**config.mk**
```make
export PLATFORM = sky130hd
export DESIGN_NAME = base64_encoder
export DESIGN_NICKNAME = d
export VERILOG_FILES = /design/src/rtl/b64e_pkg.sv /design/src/rtl/b64e_front.sv /design/src/rtl/b64e_queue.sv /design/src/rtl/b64e_back.sv /design/src/rtl/base64_encoder.sv
export SDC_FILE = /design/constraint.sdc
export NUM_CORES = 1
export LEC_CHECK = 0
export BUFFER_PORTS_ARGS = -buffer_cell sky130_fd_sc_hd__buf_2
export CORE_ASPECT_RATIO = 1.25
export CORE_UTILIZATION = 40
export CTS_CLUSTER_SIZE = 14
export DETAILED_ROUTE_END_ITERATION = 8
export MAX_ROUTING_LAYER = met4
export PLACE_DENSITY = 0.58
export SETUP_SLACK_MARGIN = 0.15
export SLEW_MARGIN = 20
export SYNTH_ARGS = -nofsm -noshare
export SYNTH_HDL_FRONTEND = slang
export SYNTH_HIERARCHICAL = 1
export SYNTH_SLANG_ARGS = --single-unit
```
**constraint.sdc**
```tcl
create_clock -name clk -period 4.9 [get_ports clk]
set_input_delay 0.245 -clock clk [delete_from_list [all_inputs] [get_ports clk]]
set_output_delay 0.245 -clock clk [all_outputs]
set_load 0.02 [all_outputs]
```
**src/rtl/b64e_pkg.sv**
```systemverilog
// ----------------------------------------------------------------------------
// b64e_pkg: shared definitions for the Base64 encoder
// Character codes, queue sizing, the job record and the alphabet lookup.
// ----------------------------------------------------------------------------
`timescale 1ns / 1ps
`default_nettype none

package b64e_pkg;

	localparam logic [7:0] PAD_CHAR   = 8'h3D;
	localparam logic [7:0] CHAR_UPPER = 8'h41;
	localparam logic [7:0] CHAR_LOWER = 8'h61;
	localparam logic [7:0] CHAR_DIGIT = 8'h30;
	localparam logic [7:0] CHAR_D62   = 8'h2D;
	localparam logic [7:0] CHAR_D63   = 8'h7E;

	localparam int QUEUE_DEPTH = 4;
	localparam int QPTR_W      = $clog2(QUEUE_DEPTH);
	localparam int QCNT_W      = $clog2(QUEUE_DEPTH + 1);

	localparam logic [1:0] PH_0 = 2'd0;
	localparam logic [1:0] PH_1 = 2'd1;
	localparam logic [1:0] PH_2 = 2'd2;

	typedef struct packed {
		logic [1:0]      last_idx;
		logic            last;
		logic [3:0]      pad;
		logic [3:0][5:0] digit;
	} job_t;

	typedef struct packed {
		logic full;
		logic empty;
	} q_status_t;

	function automatic logic [7:0] b64_char(input logic [5:0] v);
		logic [7:0] v8;
		logic [7:0] ch;
		v8 = {2'b00, v};
		if (v < 6'd26) begin
			ch = CHAR_UPPER + v8;
		end else if (v < 6'd52) begin
			ch = CHAR_LOWER + v8 - 8'd26;
		end else if (v < 6'd62) begin
			ch = CHAR_DIGIT + v8 - 8'd52;
		end else if (v == 6'd62) begin
			ch = CHAR_D62;
		end else begin
			ch = CHAR_D63;
		end
		return ch;
	endfunction

endpackage

`default_nettype wire

```
**src/rtl/b64e_front.sv**
```systemverilog
// ----------------------------------------------------------------------------
// b64e_front: byte intake and group tracking
// Accepts bytes, keeps the group phase and leftover bits, and builds one
// job record per byte that lists the characters it produces.
// ----------------------------------------------------------------------------
`timescale 1ns / 1ps
`default_nettype none

module b64e_front import b64e_pkg::*; (
	input  wire logic       clk,
	input  wire logic       arst_n,
	input  wire logic       in_valid,
	input  wire logic [7:0] data_byte,
	input  wire logic       final_byte,
	input  wire logic       q_full,
	output logic            push,
	output job_t            push_job
);

	logic [1:0] phase_q;
	logic [3:0] carry_q;
	logic [1:0] phase_nxt;
	logic [3:0] carry_nxt;

	assign push = in_valid && !q_full;

	always_comb begin
		push_job          = '0;
		push_job.last     = final_byte;
		phase_nxt         = PH_0;
		carry_nxt         = 4'd0;
		case (phase_q)
			PH_1: begin
				push_job.digit[0] = {carry_q[1:0], data_byte[7:4]};
				if (final_byte) begin
					push_job.digit[1] = {data_byte[3:0], 2'b00};
					push_job.pad[2]   = 1'b1;
					push_job.last_idx = 2'd2;
				end else begin
					push_job.last_idx = 2'd0;
					phase_nxt         = PH_2;
					carry_nxt         = data_byte[3:0];
				end
			end
			PH_2: begin
				push_job.digit[0] = {carry_q, data_byte[7:6]};
				push_job.digit[1] = data_byte[5:0];
				push_job.last_idx = 2'd1;
			end
			default: begin
				push_job.digit[0] = data_byte[7:2];
				if (final_byte) begin
					push_job.digit[1] = {data_byte[1:0], 4'b0000};
					push_job.pad[2]   = 1'b1;
					push_job.pad[3]   = 1'b1;
					push_job.last_idx = 2'd3;
				end else begin
					push_job.last_idx = 2'd0;
					phase_nxt         = PH_1;
					carry_nxt         = {2'b00, data_byte[1:0]};
				end
			end
		endcase
		if (final_byte) begin
			phase_nxt = PH_0;
			carry_nxt = 4'd0;
		end
	end

	always_ff @(posedge clk or negedge arst_n) begin
		if (!arst_n) begin
			phase_q <= PH_0;
			carry_q <= 4'd0;
		end else if (push) begin
			phase_q <= phase_nxt;
			carry_q <= carry_nxt;
		end
	end

endmodule

`default_nettype wire

```
**src/rtl/b64e_queue.sv**
```systemverilog
// ----------------------------------------------------------------------------
// b64e_queue: job queue between intake and character output
// A small circular buffer of job records with full and empty status.
// ----------------------------------------------------------------------------
`timescale 1ns / 1ps
`default_nettype none

module b64e_queue import b64e_pkg::*; (
	input  wire logic  clk,
	input  wire logic  arst_n,
	input  wire logic  push,
	input  job_t       push_job,
	input  wire logic  pop,
	output job_t       head_job,
	output q_status_t  status
);

	job_t              mem_q [QUEUE_DEPTH];
	logic [QPTR_W-1:0] wr_ptr_q;
	logic [QPTR_W-1:0] rd_ptr_q;
	logic [QCNT_W-1:0] count_q;

	function automatic logic [QPTR_W-1:0] ptr_inc(input logic [QPTR_W-1:0] p);
		return (p == QPTR_W'(QUEUE_DEPTH - 1)) ? '0 : p + 1'b1;
	endfunction

	assign status.full  = (count_q == QCNT_W'(QUEUE_DEPTH));
	assign status.empty = (count_q == '0);
	assign head_job     = mem_q[rd_ptr_q];

	always_ff @(posedge clk) begin
		if (push) begin
			mem_q[wr_ptr_q] <= push_job;
		end
	end

	always_ff @(posedge clk or negedge arst_n) begin
		if (!arst_n) begin
			wr_ptr_q <= '0;
			rd_ptr_q <= '0;
			count_q  <= '0;
		end else begin
			if (push) begin
				wr_ptr_q <= ptr_inc(wr_ptr_q);
			end
			if (pop) begin
				rd_ptr_q <= ptr_inc(rd_ptr_q);
			end
			if (push && !pop) begin
				count_q <= count_q + 1'b1;
			end else if (pop && !push) begin
				count_q <= count_q - 1'b1;
			end
		end
	end

endmodule

`default_nettype wire

```
**src/rtl/b64e_back.sv**
```systemverilog
// ----------------------------------------------------------------------------
// b64e_back: character output
// Walks the head job's characters into the output register one per cycle
// unless the output stalls, and retires the job after its last character.
// ----------------------------------------------------------------------------
`timescale 1ns / 1ps
`default_nettype none

module b64e_back import b64e_pkg::*; (
	input  wire logic  clk,
	input  wire logic  arst_n,
	input  job_t       head_job,
	input  wire logic  q_empty,
	output logic       pop,
	input  wire logic  out_stall,
	output logic       out_valid,
	output logic [7:0] out_char,
	output logic       last_char
);

	logic [1:0] idx_q;
	logic       out_valid_q;
	logic [7:0] out_char_q;
	logic       last_char_q;
	logic       can_load;
	logic       emit;
	logic       at_end;

	assign can_load = !out_valid_q || !out_stall;
	assign emit     = can_load && !q_empty;
	assign at_end   = (idx_q == head_job.last_idx);
	assign pop      = emit && at_end;

	always_ff @(posedge clk) begin
		if (emit) begin
			out_char_q  <= head_job.pad[idx_q] ? PAD_CHAR : b64_char(head_job.digit[idx_q]);
			last_char_q <= head_job.last && at_end;
		end
	end

	always_ff @(posedge clk or negedge arst_n) begin
		if (!arst_n) begin
			idx_q       <= 2'd0;
			out_valid_q <= 1'b0;
		end else begin
			if (can_load) begin
				out_valid_q <= emit;
			end
			if (emit) begin
				idx_q <= at_end ? 2'd0 : idx_q + 2'd1;
			end
		end
	end

	assign out_valid = out_valid_q;
	assign out_char  = out_char_q;
	assign last_char = last_char_q;

endmodule

`default_nettype wire

```
**src/rtl/base64_encoder.sv**
```systemverilog
// ----------------------------------------------------------------------------
// base64_encoder: streaming Base64 encoder
// Turns a byte stream into Base64-style characters, padding the final group.
// ----------------------------------------------------------------------------
//  channel  direction  handshake             payload
//  in       input      in_valid / in_stall   data_byte[7:0], final_byte
//  out      output     out_valid / out_stall out_char[7:0], last_char
//
//  A byte is taken in the cycle it arrives while the job queue has room.
//  Characters leave one per cycle from the output register while it is not
//  stalled; three bytes give four characters, a final byte up to four.
//  Reset clears the group phase, the queue and the output valid flag.
//  A stall on the output fills the queue, which then stalls the input.
// ----------------------------------------------------------------------------
`timescale 1ns / 1ps
`default_nettype none

module base64_encoder import b64e_pkg::*; (
	input  wire logic       clk,
	input  wire logic       arst_n,
	input  wire logic       in_valid,
	output logic            in_stall,
	input  wire logic [7:0] data_byte,
	input  wire logic       final_byte,
	output logic            out_valid,
	input  wire logic       out_stall,
	output logic [7:0]      out_char,
	output logic            last_char
);

	logic      push;
	job_t      push_job;
	logic      pop;
	job_t      head_job;
	q_status_t status;

	assign in_stall = status.full;

	b64e_front u_front (
		.clk        (clk),
		.arst_n     (arst_n),
		.in_valid   (in_valid),
		.data_byte  (data_byte),
		.final_byte (final_byte),
		.q_full     (status.full),
		.push       (push),
		.push_job   (push_job)
	);

	b64e_queue u_queue (
		.clk      (clk),
		.arst_n   (arst_n),
		.push     (push),
		.push_job (push_job),
		.pop      (pop),
		.head_job (head_job),
		.status   (status)
	);

	b64e_back u_back (
		.clk       (clk),
		.arst_n    (arst_n),
		.head_job  (head_job),
		.q_empty   (status.empty),
		.pop       (pop),
		.out_stall (out_stall),
		.out_valid (out_valid),
		.out_char  (out_char),
		.last_char (last_char)
	);

	a_status_sane: assert property (@(posedge clk) disable iff (!arst_n)
		!(status.full && status.empty))
		else $error("queue reports full and empty at once");

	a_push_fills: assert property (@(posedge clk) disable iff (!arst_n)
		push |=> !status.empty)
		else $error("queue empty right after a transaction was queued");

	a_out_from_queue: assert property (@(posedge clk) disable iff (!arst_n)
		$rose(out_valid) |-> $past(!status.empty))
		else $error("output transaction appeared without a queued job");

	a_pop_needs_room: assert property (@(posedge clk) disable iff (!arst_n)
		pop |-> (!status.empty && (!out_valid || !out_stall)))
		else $error("job retired while output register was blocked");

endmodule

`default_nettype wire

```
==> results.json <==
{
  "drtIter0Drc": 222,
  "period_needed_ps": 3830,
  "ys.flop_type": "edfxtp_1",
  "dp_slack_ps": 1110,
  "synthXorXnorAreaFrac_pct": 0.655,
  "rsz0062_at_grt": "no",
  "antenna_found_initial": 0,
  "yosysTopAreaCellShare_pct": 59.7,
  "grt_max_degree": 32,
  "post_cts_buffers": 0,
  "dieWidth_um": 118,
  "synth_edf_count": 133,
  "grt_pass1_wl_um": 19600,
  "setup_violations": 0,
  "synthesis.area_um2": 6690,
  "max_stage_delay_ps": 840,
  "instances_no_fill": 655,
  "clock_sinks": 149,
  "met2_usage_pct": 25.9,
  "synthArstFlopShare_pct": 10.7,
  "arrival_ps": 4000,
  "path_cells": "mux4_2, mux4_1, inv_1, ha_1, nand2b_1, o221ai_1, a21oi_1, or3_1, a221o_1",
  "fin_ws_ps": 1070,
  "wl_per_cell_um": 18.1,
  "cts_resized": 0,
  "synth_adder_area_share_pct": 2.92,
  "ant_nets": 0,
  "fin_worst_skew_ps": 6.36,
  "place_congestion": 0.941,
  "post-place-cells": 622,
  "clockRootBuffer": "clkbuf_16",
  "synth_area_leader_cell": "edfxtp_1",
  "via_count": 3406,
  "status": "finished clean",
  "yosys-top-cells-area": "edfxtp_1 60%, mux4_2 11%, dfrtp_1 6.0%",
  "timing.fmax_mhz": 261,
  "fp-row-count": 52,
  "firstDrtPassIters": 4,
  "tightest_slew_ps": 796,
  "critPathRequiredTime_ps": 5070,
  "cp-end-kind": "flip-flop",
  "max-vdd-ir-drop_v": 0.000334,
  "grt_pass1_vias": 3686,
  "globalRouteMet1Util_pct": 18.3,
  "grt_usage_pct": 15.8,
  "h-tree-depth": 4,
  "yosysWarnings": 6,
  "slowest_stage": "dfrtp_1",
  "ys_seq_elements": 149,
  "slew_headroom_pct": 46.8,
  "grt-busiest-layer": "met2",
  "drv.max_cap_violation_count": 0,
  "hold_ws_ps": 48.7,
  "hold_path.class": "input port to flip-flop",
  "die_h_um": 147,
  "drive_gt1_share_pct": 24.1,
  "worst_setup_path_start_kind": "flip-flop",
  "power_density_nw_per_um2": 708,
  "io_pins": 24,
  "fin_crit_sh_pct": 78.2,
  "port_buffers": 23,
  "clock_path_buffers": 2,
  "initial_core_util_pct": 41.1,
  "synth-simple-area-share_pct": 6.72,
  "seq_area_frac_synth_pct": 65.7,
  "gr-total-overflow": 0,
  "clk_pin_slew_ps": 60,
  "vias_per_cell": 5.20,
  "nNetsFinal": 454,
  "synthCells": 394,
  "drcViolationCount": 0,
  "fin_tns_setup_ps": 0,
  "diodes": 0,
  "syn_to_final_growth_pct": 12.4,
  "fp.dieArea_um2": 17200,
  "met3_usage_pct": 3.79,
  "clock_latency_ps": 410,
  "wl_um": 11900,
  "path_max_fanout": 18,
  "synth_top_family_by_area": "multiplexers",
  "slew_viol_final": 0,
  "cts_made_buffers": 17,
  "hpwl_um": 7630,
  "muxShareOfSynthArea_pct": 14.3,
  "coreArea_um2": 16300,
  "p_leak_nw": 2.64,
  "finalHoldViolCount": 0,
  "synth_compound_area_share_pct": 4.77,
  "syn_avg_cell_area_um2": 17.0,
  "crit_type": "flip-flop to flip-flop",
  "cts_tree": "done",
  "synth_cell_types": 49
}
metrics by stage:
stage	power (mW)	area, um2	utilization, %
3_5_place_dp	4.07	6920	42.5
4_1_cts	5.37	7520	46.2
2_1_floorplan	3.64	6740	-
3_3_place_gp	4.02	6920	42.5
5_1_grt	5.67	7520	46.2
6_report	5.32	7520	46.2
power by group:
group	switching (mW)	leakage, nW	internal [mW]
registers	0.163	1.43	1.82
clock network	0.487	0.293	0.797
logic	1.17	0.913	0.888
total	1.82	2.64	3.50
placed cells by master, fill, tap and decap left out, types with 9 or more instances in the layout:
cell / instances
nor2_1: 9
a21oi_1: 13
inv_1: 18
clkbuf_16: 17
nand3_1: 9
edfxtp_1: 133
buf_2: 23
nand2_1: 20
ha_1: 14
mux4_2: 34
dfrtp_1: 15
conb_1: 14
o21ai_0: 16
routing by layer:
layer  vias to the layer above  share of wire [%]
met5                         -                  0
met4                         0                1.4
met3                        12                2.6
met2                        63                 53
met1                      1735                 43
li1                       1596                  -
sequential cells by signal, indices dropped and copies added (netlist names):
| name | flops |
|---|---|
| u_queue/mem_q | 124 |
| u_back/idx_q | 2 |
| u_front/carry_q | 4 |
| u_queue/wr_ptr_q | 2 |
| u_back/last_char | 1 |
| u_front/phase_q | 2 |
| u_back/out_valid | 1 |
| u_back/out_char | 8 |
| u_queue/rd_ptr_q | 2 |
| u_queue/count_q | 3 |
critical path: cells and delay by family (launching register included):
kind	cells	cell delay (ps)
DFF	1	840
buffers and inverters	1	140
muxes	2	1050
and+or+nand+nor	2	450
adders and majority gates	1	200
AOI/OAI and AO/OA	3	910
path summary, 6_finish.rpt:
| path | endpoint | depth (start not counted) | slack [ps] | from |
|---|---|---|---|---|
| min | u_back/out_valid$_DFFE_PN0N_ | 3 | 50 | out_stall |
| min in group asynchronous | u_front/phase_q[1]$_DFFE_PN0P_ | 2 | 290 | arst_n |
| max reg2reg | u_back/out_char[2]$_SDFFCE_PP1P_ | 9 | 1070 | u_queue/rd_ptr_q[1]$_DFFE_PN0P_ |
| max in group asynchronous | u_queue/rd_ptr_q[0]$_DFFE_PN0P_ | 2 | 4290 | arst_n |
| max | u_back/out_char[2]$_SDFFCE_PP1P_ | 9 | 1070 | u_queue/rd_ptr_q[1]$_DFFE_PN0P_ |
| min reg2reg | u_queue/count_q[2]$_DFFE_PN0P_ | 1 | 490 | u_queue/count_q[2]$_DFFE_PN0P_ |
Yosys cell counts (5+ instances only):
cell type,n
edfxtp_1,133
mux4_2,34
nand2_1,20
inv_1,18
buf_4,16
dfrtp_1,16
o21ai_0,16
ha_1,14
a21oi_1,13
buf_2,9
nand3_1,9
nor2_1,9
and2_1,8
a22oi_1,6
nand3b_1,6
mux2_2,5
area by class of cell:
| cell class | count | area [um2] |
|---|---|---|
| Tap cell | 216 | 270 |
| Fill cell | 1428 | 8750 |
| Timing Repair Buffer | 31 | 178 |
| Clock inverter | 14 | 163 |
| Inverter | 18 | 67.6 |
| Multi-Input combinational cell | 209 | 2020 |
| Clock buffer | 18 | 429 |
| Sequential cell | 149 | 4400 |
repair_timing:
action	4_1_cts	5_1_grt
hold endpoints to repair	16	0
hold buffers	1	0
endpoints found under the setup margin	0	0
cell families after synthesis:
family | Yosys count
mux | 46
fa+ha+maj | 15
other cells | 1
simple gates | 79
xor+xnor | 5
flops | 149
buf+inv | 49
compound gates | 50
(Power assumes the default switching activity.)
